[config.mk]
export PLATFORM = sky130hd
export DESIGN_NAME = block_table_allocator
export DESIGN_NICKNAME = d
export VERILOG_FILES = /design/src/rtl/bta_pkg.sv /design/src/rtl/bta_divider.sv /design/src/rtl/block_table_allocator.sv
export VERILOG_INCLUDE_DIRS = /design/src /design/src/rtl
export SDC_FILE = /design/constraint.sdc
export NUM_CORES = 2
export LEC_CHECK = 0
export BUFFER_PORTS_ARGS = -buffer_cell sky130_fd_sc_hd__buf_2
export CELL_PAD_IN_SITES_DETAIL_PLACEMENT = 1
export CELL_PAD_IN_SITES_GLOBAL_PLACEMENT = 2
export CORE_MARGIN = 8
export CORE_UTILIZATION = 51
export DETAILED_ROUTE_END_ITERATION = 8
export PLACE_DENSITY = 0.91
export SYNTH_ARGS = -nofsm -noshare
export SYNTH_HDL_FRONTEND = slang
export SYNTH_HIERARCHICAL = 1
export SYNTH_SLANG_ARGS = --single-unit
[constraint.sdc]
create_clock -name clk -period 38.4 [get_ports clk]
set_clock_uncertainty 0.05 [all_clocks]
set_input_delay 3.84 -clock clk [delete_from_list [all_inputs] [get_ports clk]]
set_output_delay 3.84 -clock clk [all_outputs]
set_load 0.02 [all_outputs]
[src/rtl/block_table_allocator_macros.svh]
// Assertion macros shared by the allocator RTL.
// Every macro samples on the rising edge of clk and is disabled while rst is high.
`ifndef BLOCK_TABLE_ALLOCATOR_MACROS_SVH
`define BLOCK_TABLE_ALLOCATOR_MACROS_SVH

// The consequent must hold in the same cycle as the antecedent.
`define BTA_ASSERT_HOLDS(label, ante, cons, msg) \
  label: assert property (@(posedge clk) disable iff (rst) (ante) |-> (cons)) \
    else $error(msg);

// The consequent must hold in the cycle after the antecedent.
`define BTA_ASSERT_NEXT(label, ante, cons, msg) \
  label: assert property (@(posedge clk) disable iff (rst) (ante) |=> (cons)) \
    else $error(msg);

`endif

[src/rtl/bta_pkg.sv]
package bta_pkg;

  localparam int unsigned BYTES_W  = 16;
  localparam int unsigned OFFSET_W = 13;

  localparam logic [1:0] KIND_ALLOC = 2'd0;
  localparam logic [1:0] KIND_FREE  = 2'd1;
  localparam logic [1:0] KIND_CLEAR = 2'd2;

  typedef struct packed {
    logic [1:0]          kind;
    logic [BYTES_W-1:0]  request_bytes;
    logic [OFFSET_W-1:0] release_offset;
  } bta_req_t;

  typedef struct packed {
    logic                ok;
    logic [OFFSET_W-1:0] grant_offset;
  } bta_rsp_t;

  typedef struct packed {
    logic               done;
    logic [BYTES_W-1:0] quotient;
    logic               rem_nz;
  } bta_div_status_t;

  typedef enum logic [3:0] {
    ST_CLEAR,
    ST_IDLE,
    ST_DIVIDE,
    ST_SCAN,
    ST_MARK,
    ST_SCALE,
    ST_FREE_READ,
    ST_FREE_LEN,
    ST_FREE_CLEAR,
    ST_FINISH
  } bta_state_t;

endpackage

[src/rtl/bta_divider.sv]
module bta_divider import bta_pkg::*; #(
  parameter int unsigned DIVISOR = 32
) (
  input  logic               clk,
  input  logic               rst,
  input  logic               start,
  input  logic [BYTES_W-1:0] dividend,
  output bta_div_status_t    status
);

  // The quotient comes from a multiply by the rounded-up reciprocal of the divisor.
  // With SHIFT = BYTES_W + ceil(log2(DIVISOR)) it is exact for every dividend.
  localparam int unsigned SHIFT  = BYTES_W + $clog2(DIVISOR);
  localparam int unsigned MAG_W  = BYTES_W + 1;
  localparam int unsigned PROD_W = BYTES_W + MAG_W;
  localparam int unsigned BACK_W = BYTES_W + $clog2(DIVISOR + 1);
  localparam logic [MAG_W-1:0] MAGIC =
    MAG_W'(((64'd1 << SHIFT) + 64'(DIVISOR) - 64'd1) / 64'(DIVISOR));

  logic [BYTES_W-1:0] held;
  logic [BYTES_W-1:0] quo;
  logic [PROD_W-1:0]  prod;
  logic [BACK_W-1:0]  back;
  logic               mul_valid;
  logic               chk_valid;
  logic               rem_nz;
  logic               done;

  assign prod = PROD_W'(held) * PROD_W'(MAGIC);
  assign back = BACK_W'(quo) * BACK_W'(DIVISOR);

  always_ff @(posedge clk) begin
    if (rst) begin
      mul_valid <= 1'b0;
      chk_valid <= 1'b0;
      done      <= 1'b0;
    end else begin
      mul_valid <= start;
      chk_valid <= mul_valid;
      done      <= chk_valid;
    end
  end

  // The quotient is registered first, then a check of whether anything is left over.
  always_ff @(posedge clk) begin
    if (start) begin
      held <= dividend;
    end
    if (mul_valid) begin
      quo <= BYTES_W'(prod >> SHIFT);
    end
    if (chk_valid) begin
      rem_nz <= (back != BACK_W'(held));
    end
  end

  assign status.done     = done;
  assign status.quotient = quo;
  assign status.rem_nz   = rem_nz;

endmodule

[src/rtl/block_table_allocator.sv]
// First-fit allocator over a pool of NUM_BLOCKS blocks of BLOCK_BYTES bytes each.
// Requests arrive on req (req_valid/req_stall) and every request answers with exactly
// one response on rsp (rsp_valid/rsp_stall): ok and, for a grant, the byte offset.
// The block table sits in one single-port-read, single-port-write memory, one entry
// per block, holding zero when free and the run length at the first block of a run.
// Allocate: the divider turns bytes into blocks, then the table is scanned at one table
// read per cycle, then one write per granted block, then the offset is scaled.
// Free: the divider turns the offset into a block index, the stored length is read,
// then one write per freed block. Clear: one zero write per table entry.
// One request is worked on at a time; req_stall is low only while the block is idle,
// and a finished response waits in the output register, so a new request can be taken
// while rsp_stall holds the previous response. A response that cannot be moved into
// the output register holds the sequencer until the receiver takes the old one.
// After reset the table is swept to zero, one entry per cycle, and req_stall stays high
// until the sweep is done.
`include "block_table_allocator_macros.svh"

module block_table_allocator import bta_pkg::*; #(
  parameter int unsigned NUM_BLOCKS  = 256,
  parameter int unsigned BLOCK_BYTES = 32
) (
  input  logic     clk,
  input  logic     rst,
  input  logic     req_valid,
  output logic     req_stall,
  input  bta_req_t req,
  output logic     rsp_valid,
  input  logic     rsp_stall,
  output bta_rsp_t rsp
);

  localparam int unsigned IDX_W = $clog2(NUM_BLOCKS);
  localparam int unsigned CNT_W = $clog2(NUM_BLOCKS + 1);
  localparam int unsigned MUL_W = IDX_W + $clog2(BLOCK_BYTES + 1);
  localparam logic [CNT_W-1:0] NB_C    = CNT_W'(NUM_BLOCKS);
  localparam logic [CNT_W-1:0] LAST_C  = CNT_W'(NUM_BLOCKS - 1);
  localparam logic [CNT_W:0]   NB_SUM  = (CNT_W + 1)'(NUM_BLOCKS);
  localparam logic [BYTES_W:0] NB_WIDE = (BYTES_W + 1)'(NUM_BLOCKS);

  bta_state_t state;
  bta_state_t state_next;

  logic [CNT_W-1:0]    ptr;
  logic [CNT_W-1:0]    end_ptr;
  logic [CNT_W-1:0]    run;
  logic [CNT_W-1:0]    need;
  logic [IDX_W-1:0]    start;
  logic [1:0]          kind_q;
  logic                clr_reply;
  logic                scan_valid;
  logic                res_ok;
  logic [OFFSET_W-1:0] res_off;

  logic [CNT_W-1:0] table_mem [NUM_BLOCKS];
  logic             mem_we;
  logic [IDX_W-1:0] mem_waddr;
  logic [CNT_W-1:0] mem_wdata;
  logic [IDX_W-1:0] mem_raddr;
  logic [CNT_W-1:0] mem_rdata;

  logic               div_start;
  logic [BYTES_W-1:0] div_dividend;
  bta_div_status_t    div_status;

  logic [BYTES_W-1:0] need_calc;
  logic               need_bad;
  logic               idx_bad;
  logic [CNT_W-1:0]   run_inc;
  logic               found;
  logic [CNT_W:0]     free_sum;
  logic [CNT_W-1:0]   free_end;
  logic [MUL_W-1:0]   scaled;
  logic               load;
  logic               rsp_take;

  bta_divider #(
    .DIVISOR(BLOCK_BYTES)
  ) u_divider (
    .clk     (clk),
    .rst     (rst),
    .start   (div_start),
    .dividend(div_dividend),
    .status  (div_status)
  );

  always_ff @(posedge clk) begin
    if (mem_we) begin
      table_mem[mem_waddr] <= mem_wdata;
    end
    mem_rdata <= table_mem[mem_raddr];
  end

  assign need_calc = div_status.quotient + BYTES_W'(div_status.rem_nz);
  assign need_bad  = (need_calc == '0) || ({1'b0, need_calc} > NB_WIDE);
  assign idx_bad   = {1'b0, div_status.quotient} >= NB_WIDE;
  assign run_inc   = (mem_rdata == '0) ? run + 1'b1 : '0;
  assign found     = scan_valid && (run_inc == need);
  assign free_sum  = (CNT_W + 1)'(start) + (CNT_W + 1)'(mem_rdata);
  assign free_end  = (free_sum > NB_SUM) ? NB_C : CNT_W'(free_sum);
  assign scaled    = MUL_W'(start) * MUL_W'(BLOCK_BYTES);
  assign load      = (state == ST_FINISH) && (!rsp_valid || !rsp_stall);
  assign rsp_take  = rsp_valid && !rsp_stall;

  always_comb begin
    state_next = state;
    unique case (state)
      ST_CLEAR: begin
        if (ptr == LAST_C) begin
          state_next = clr_reply ? ST_FINISH : ST_IDLE;
        end
      end
      ST_IDLE: begin
        if (req_valid) begin
          unique case (req.kind)
            KIND_ALLOC, KIND_FREE: state_next = ST_DIVIDE;
            KIND_CLEAR:            state_next = ST_CLEAR;
            default:               state_next = ST_FINISH;
          endcase
        end
      end
      ST_DIVIDE: begin
        if (div_status.done) begin
          if (kind_q == KIND_ALLOC) begin
            state_next = need_bad ? ST_FINISH : ST_SCAN;
          end else begin
            state_next = idx_bad ? ST_FINISH : ST_FREE_READ;
          end
        end
      end
      ST_SCAN: begin
        priority if (found) begin
          state_next = ST_MARK;
        end else if (!scan_valid && ptr == NB_C) begin
          state_next = ST_FINISH;
        end
      end
      ST_MARK: begin
        if (ptr == end_ptr) begin
          state_next = ST_SCALE;
        end
      end
      ST_SCALE:     state_next = ST_FINISH;
      ST_FREE_READ: state_next = ST_FREE_LEN;
      ST_FREE_LEN:  state_next = ST_FREE_CLEAR;
      ST_FREE_CLEAR: begin
        if (ptr == end_ptr) begin
          state_next = ST_FINISH;
        end
      end
      ST_FINISH: begin
        if (load) begin
          state_next = ST_IDLE;
        end
      end
      default: state_next = ST_CLEAR;
    endcase
  end

  always_comb begin
    req_stall    = (state != ST_IDLE);
    div_start    = 1'b0;
    div_dividend = req.request_bytes;
    mem_we       = 1'b0;
    mem_waddr    = ptr[IDX_W-1:0];
    mem_wdata    = '0;
    mem_raddr    = ptr[IDX_W-1:0];
    unique case (state)
      ST_IDLE: begin
        div_start = req_valid && (req.kind == KIND_ALLOC || req.kind == KIND_FREE);
        if (req.kind == KIND_FREE) begin
          div_dividend = BYTES_W'(req.release_offset);
        end
      end
      ST_CLEAR: mem_we = 1'b1;
      ST_MARK: begin
        mem_we    = (ptr != end_ptr);
        mem_wdata = (ptr == CNT_W'(start)) ? need : CNT_W'(1);
      end
      ST_FREE_READ:  mem_raddr = start;
      ST_FREE_CLEAR: mem_we = (ptr != end_ptr);
      default: ;
    endcase
  end

  always_ff @(posedge clk) begin
    if (rst) begin
      state      <= ST_CLEAR;
      ptr        <= '0;
      clr_reply  <= 1'b0;
      scan_valid <= 1'b0;
      rsp_valid  <= 1'b0;
    end else begin
      state <= state_next;
      if (load) begin
        rsp_valid <= 1'b1;
      end else if (rsp_take) begin
        rsp_valid <= 1'b0;
      end
      unique case (state)
        ST_CLEAR: ptr <= ptr + 1'b1;
        ST_IDLE: begin
          if (req_valid) begin
            ptr       <= '0;
            clr_reply <= (req.kind == KIND_CLEAR);
          end
        end
        ST_DIVIDE: begin
          ptr        <= '0;
          scan_valid <= 1'b0;
        end
        ST_SCAN: begin
          // The read data is registered and trails the address; a hit rewinds to the run start.
          scan_valid <= (ptr != NB_C);
          if (found) begin
            ptr <= ptr - need;
          end else if (ptr != NB_C) begin
            ptr <= ptr + 1'b1;
          end
        end
        ST_MARK, ST_FREE_CLEAR: begin
          if (ptr != end_ptr) begin
            ptr <= ptr + 1'b1;
          end
        end
        ST_FREE_LEN: ptr <= CNT_W'(start);
        default: ;
      endcase
    end
  end

  always_ff @(posedge clk) begin
    unique case (state)
      ST_IDLE: begin
        if (req_valid) begin
          kind_q  <= req.kind;
          res_ok  <= (req.kind == KIND_CLEAR);
          res_off <= '0;
        end
      end
      ST_DIVIDE: begin
        run <= '0;
        if (div_status.done) begin
          need   <= CNT_W'(need_calc);
          start  <= IDX_W'(div_status.quotient);
          res_ok <= 1'b0;
        end
      end
      ST_SCAN: begin
        if (scan_valid) begin
          run <= run_inc;
        end
        if (found) begin
          start   <= IDX_W'(ptr - need);
          end_ptr <= ptr;
        end
      end
      ST_FREE_LEN: begin
        end_ptr <= free_end;
        res_ok  <= 1'b1;
      end
      ST_SCALE: begin
        res_ok  <= 1'b1;
        res_off <= OFFSET_W'(scaled);
      end
      ST_FINISH: begin
        if (load) begin
          rsp.ok           <= res_ok;
          rsp.grant_offset <= res_off;
        end
      end
      default: ;
    endcase
  end

  `BTA_ASSERT_NEXT(a_accept_leaves_idle, req_valid && !req_stall, state != ST_IDLE, "accepted request did not start")
  `BTA_ASSERT_HOLDS(a_div_done_in_divide, div_status.done, state == ST_DIVIDE, "divider finished outside divide")
  `BTA_ASSERT_HOLDS(a_run_start_valid, state == ST_SCAN && found, need != '0 && ptr >= need, "found run starts before entry zero")
  `BTA_ASSERT_HOLDS(a_mark_inside_run, state == ST_MARK && mem_we, ptr < end_ptr && ptr >= CNT_W'(start), "mark write outside the found run")
  `BTA_ASSERT_HOLDS(a_rsp_from_finish, $rose(rsp_valid), $past(state) == ST_FINISH, "response raised outside finish")

endmodule

==> flow_summary.json <==
{
  "outcome": "completed",
  "hold_start": "res_off[11]",
  "cp_common_cell": "buf_4",
  "top_regs": "table_mem x2304, u_divider/held x16, u_divider/quo x11",
  "cpPeakStageDelay_ns": 0.94,
  "vdd_ir_drop_max_mv": 0.05339,
  "clock-sinks": 2415,
  "setup_viol": 0,
  "post-route-worst-setup-slack_ns": 29.93,
  "slew-limit-headroom_pct": 4.084,
  "timing.final.crit_share_pct": 22.06,
  "maxCapViolCount": 0,
  "reg2regPathDepth": 15,
  "tightest_slew_ns": 1.430,
  "holdPathStages": 0,
  "num_vias": 62780,
  "dr.first_iter.drc_count": 8599,
  "nets": 6585,
  "min_to": "rsp[11]",
  "synth-edff-count": 2387,
  "grt_max_degree": 185,
  "dr.pass1.iters": 6,
  "syn_avg_cell_area_um2": 14.96,
  "synthToLayoutAreaGrowth_pct": 10.66,
  "synth_top_family_by_area": "simple AND/OR/NAND/NOR gates",
  "min_period_ns": 8.470,
  "cellLeakagePower_nw": 38.02,
  "clk_pin_slew_worst_paths_ns": 0.06,
  "cts_hold_buffers": 0,
  "post_drt_wl_per_cell_um": 35.06,
  "cts_max_level": 4,
  "dieArea_um2": 205600,
  "max_freq_mhz": 118.1,
  "die_h_um": 453.4,
  "syn_area_um2": 97580,
  "start_util_pct": 51.31,
  "yosysSeqAreaShare_pct": 74.03,
  "report.final.slew_viol_count": 0,
  "synth_cells": 6522,
  "cts_tree": "yes",
  "async_reset_ff_share_pct": 0,
  "report.final.hold_viol_count": 0,
  "cp_cell_sequence": "and4bb_4 > mux2i_4 > buf_12 > buf_12 > buf_12 > buf_4 > buf_4 > buf_4 > mux2i_1 > o221ai_1 > nand2_1 > a2111oi_0 > nor4_2 > buf_4 > nor4_1",
  "p_per_area_nw_per_um2": 51.31,
  "worstReg2RegStart": "state[1]",
  "setup.worst_path.end_class": "flop",
  "vias_per_cell": 6.784,
  "drtAntennaViolNets": 0,
  "ys.flop_type": "edfxtp_1",
  "r2r_slack_ns": 29.93,
  "grt_setup_unrepaired": "false",
  "holdWs_ns": 0.3826,
  "layout_commonest_cell": "edfxtp_1",
  "numCtsBuffers": 235,
  "largest_reg_flops": 2304,
  "rows": 160,
  "crit_fanout": 107,
  "drt_wl_total_mm": 324.5,
  "final_cell_mix": "edfxtp_1 (2,387), nand2_1 (1,009), mux2i_1 (479)",
  "yosys.area_share.adder_pct": 0.3590,
  "crit_path_start_kind": "flop",
  "muxShareOfSynthArea_pct": 7.190,
  "cts_root_buffer": "clkbuf_16",
  "grt_pass1_wl_mm": 462.0,
  "port_buffers": 45,
  "drive_gt1_share_pct": 10.36,
  "grt_pass1_vias": 64340,
  "clockBufferDepth": 3,
  "ys_types": 87,
  "reg2reg_to": "mem_rdata[8]",
  "critPathSlowestCell": "a2111oi_0",
  "yosysWarnings": 6,
  "ios": 51,
  "drc_errors": 0,
  "ys_ff_latch": 2415,
  "worst_ep_arrival_time_ns": 9.21,
  "synth_compound_area_share_pct": 6.781,
  "clk_latency_ns": 0.92,
  "top_register": "table_mem",
  "fin_tns_setup_ns": 0,
  "gp_congestion": 0.8645,
  "core_area_um2": 190200,
  "postCtsSetupBuffers": 0,
  "dp_slack_ns": 29.81,
  "antenna_found_initial": 15,
  "track_usage_pct": 30.73,
  "ctsResizeCount": 0,
  "min_path_type": "reg -> reg",
  "grt.overflow.total": 0,
  "yosys.area_share.simple_pct": 8.616,
  "path_class": "reg -> reg",
  "dp_hpwl_mm": 190.1,
  "crit_required_ns": 39.14,
  "die_w_um": 453.4,
  "synth-xor-area-share_pct": 0.5745
}
==> synthesized netlist by cell type (8+ instances only) <==
| cell type | number | share of area (%) |
|---|---|---|
| a221oi_1 | 29 | 0.26 |
| edfxtp_1 | 2387 | 73 |
| nor2_1 | 341 | 1.3 |
| nand2_1 | 1017 | 3.9 |
| o21ai_0 | 121 | 0.62 |
| nor4_1 | 83 | 0.53 |
| or3_1 | 9 | 0.058 |
| a211oi_1 | 37 | 0.28 |
| and2_1 | 27 | 0.17 |
| buf_4 | 76 | 0.58 |
| nand2b_1 | 8 | 0.051 |
| inv_1 | 29 | 0.11 |
| xnor2_1 | 28 | 0.25 |
| a21oi_1 | 374 | 1.9 |
| buf_2 | 135 | 0.69 |
| a22oi_1 | 13 | 0.10 |
| mux2_2 | 24 | 0.28 |
| o2111ai_1 | 8 | 0.072 |
| a32oi_1 | 12 | 0.11 |
| mux4_2 | 81 | 1.9 |
| o22ai_1 | 128 | 0.82 |
| or4_1 | 9 | 0.069 |
| a22o_1 | 9 | 0.081 |
| mux2i_1 | 482 | 4.9 |
| clkbuf_1 | 155 | 0.60 |
| dfxtp_1 | 28 | 0.57 |
| nor3_1 | 66 | 0.34 |
| nor2b_1 | 13 | 0.083 |
| nand3_1 | 278 | 1.4 |
| a21o_1 | 14 | 0.11 |
| o211ai_1 | 15 | 0.12 |
| a2111oi_0 | 25 | 0.22 |
| buf_1 | 26 | 0.10 |
| o221ai_1 | 108 | 0.97 |
| nand4_1 | 31 | 0.20 |
| buf_6 | 28 | 0.32 |
| ha_1 | 24 | 0.31 |
| xor2_1 | 36 | 0.32 |
| a221o_1 | 19 | 0.19 |
| and3_1 | 32 | 0.21 |
| a31oi_1 | 45 | 0.29 |
==> worst max path at each step <==
stage	startpoint	end	slack, ns
3_3_place_gp	state[1]	mem_rdata[8]	30.16
5_1_grt	state[1]	mem_rdata[8]	29.40
6_report	state[1]	mem_rdata[8]	29.93
4_1_cts	state[1]	mem_rdata[8]	29.84
3_5_place_dp	state[1]	mem_rdata[8]	29.81
2_1_floorplan	ptr[6]	table_mem[0][0]	20.99
==> report_power, final <==
group / internal [mW] / switching, mW / total (mW) / leakage [nW]
combinational: 0.0786 / 0.240 / 0.318 / 9.55
sequential: 2.86 / 0.00859 / 2.87 / 24.7
clock: 1.31 / 1.05 / 2.36 / 3.81
total: 4.24 / 1.30 / 5.54 / 38.0
==> cells by family after synthesis <==
| family | Yosys count |
|---|---|
| buf+inv | 451 |
| other cells | 2 |
| fa+ha+maj | 27 |
| compound gates | 1028 |
| flops | 2415 |
| xor+xnor | 64 |
| mux | 592 |
| simple gates | 1943 |
==> stage by stage <==
| step | cell area, µm² | util, % | total power, mW | instances |
|---|---|---|---|---|
| after floorplan | 97610 | - | 3.106 | 6530 |
| after global placement | 100100 | 52.64 | 3.217 | 8795 |
| after detailed placement | 100200 | 52.66 | 3.227 | 8797 |
| after CTS | 107900 | 56.76 | 5.532 | 9245 |
| after global routing | 108000 | 56.77 | 5.632 | 9248 |
| final | 108000 | 56.78 | 5.540 | 9255 |
==> worst max-delay path, delay by kind of cell, from the launching register on <==
family | cells | cell delay, ns
buf+inv | 7 | 4.17
simple gates | 4 | 1.29
flops | 1 | 0.81
mux | 2 | 0.60
compound gates | 2 | 1.19
==> final cells by class <==
cell class	instances	area [µm²]
Clock buffer	299	6191
Clock inverter	149	1597
Fill cell	17630	82200
Timing Repair Buffer	179	1366
Tap cell	2511	3142
Antenna cell	9	22.52
Inverter	29	108.9
Multi-Input combinational cell	3664	23310
Sequential cell	2415	72240
==> per-layer routing <==
metal	vias to the layer above	share of wire, %	global-route usage, %
met5	-	0.027	0.1420
met4	8	5.7	15.33
met3	941	11	8.182
met2	4312	46	48.59
met1	32410	36	39.51
li1	25110	-	-
No activity file was read; power rests on OpenSTA's default activity.
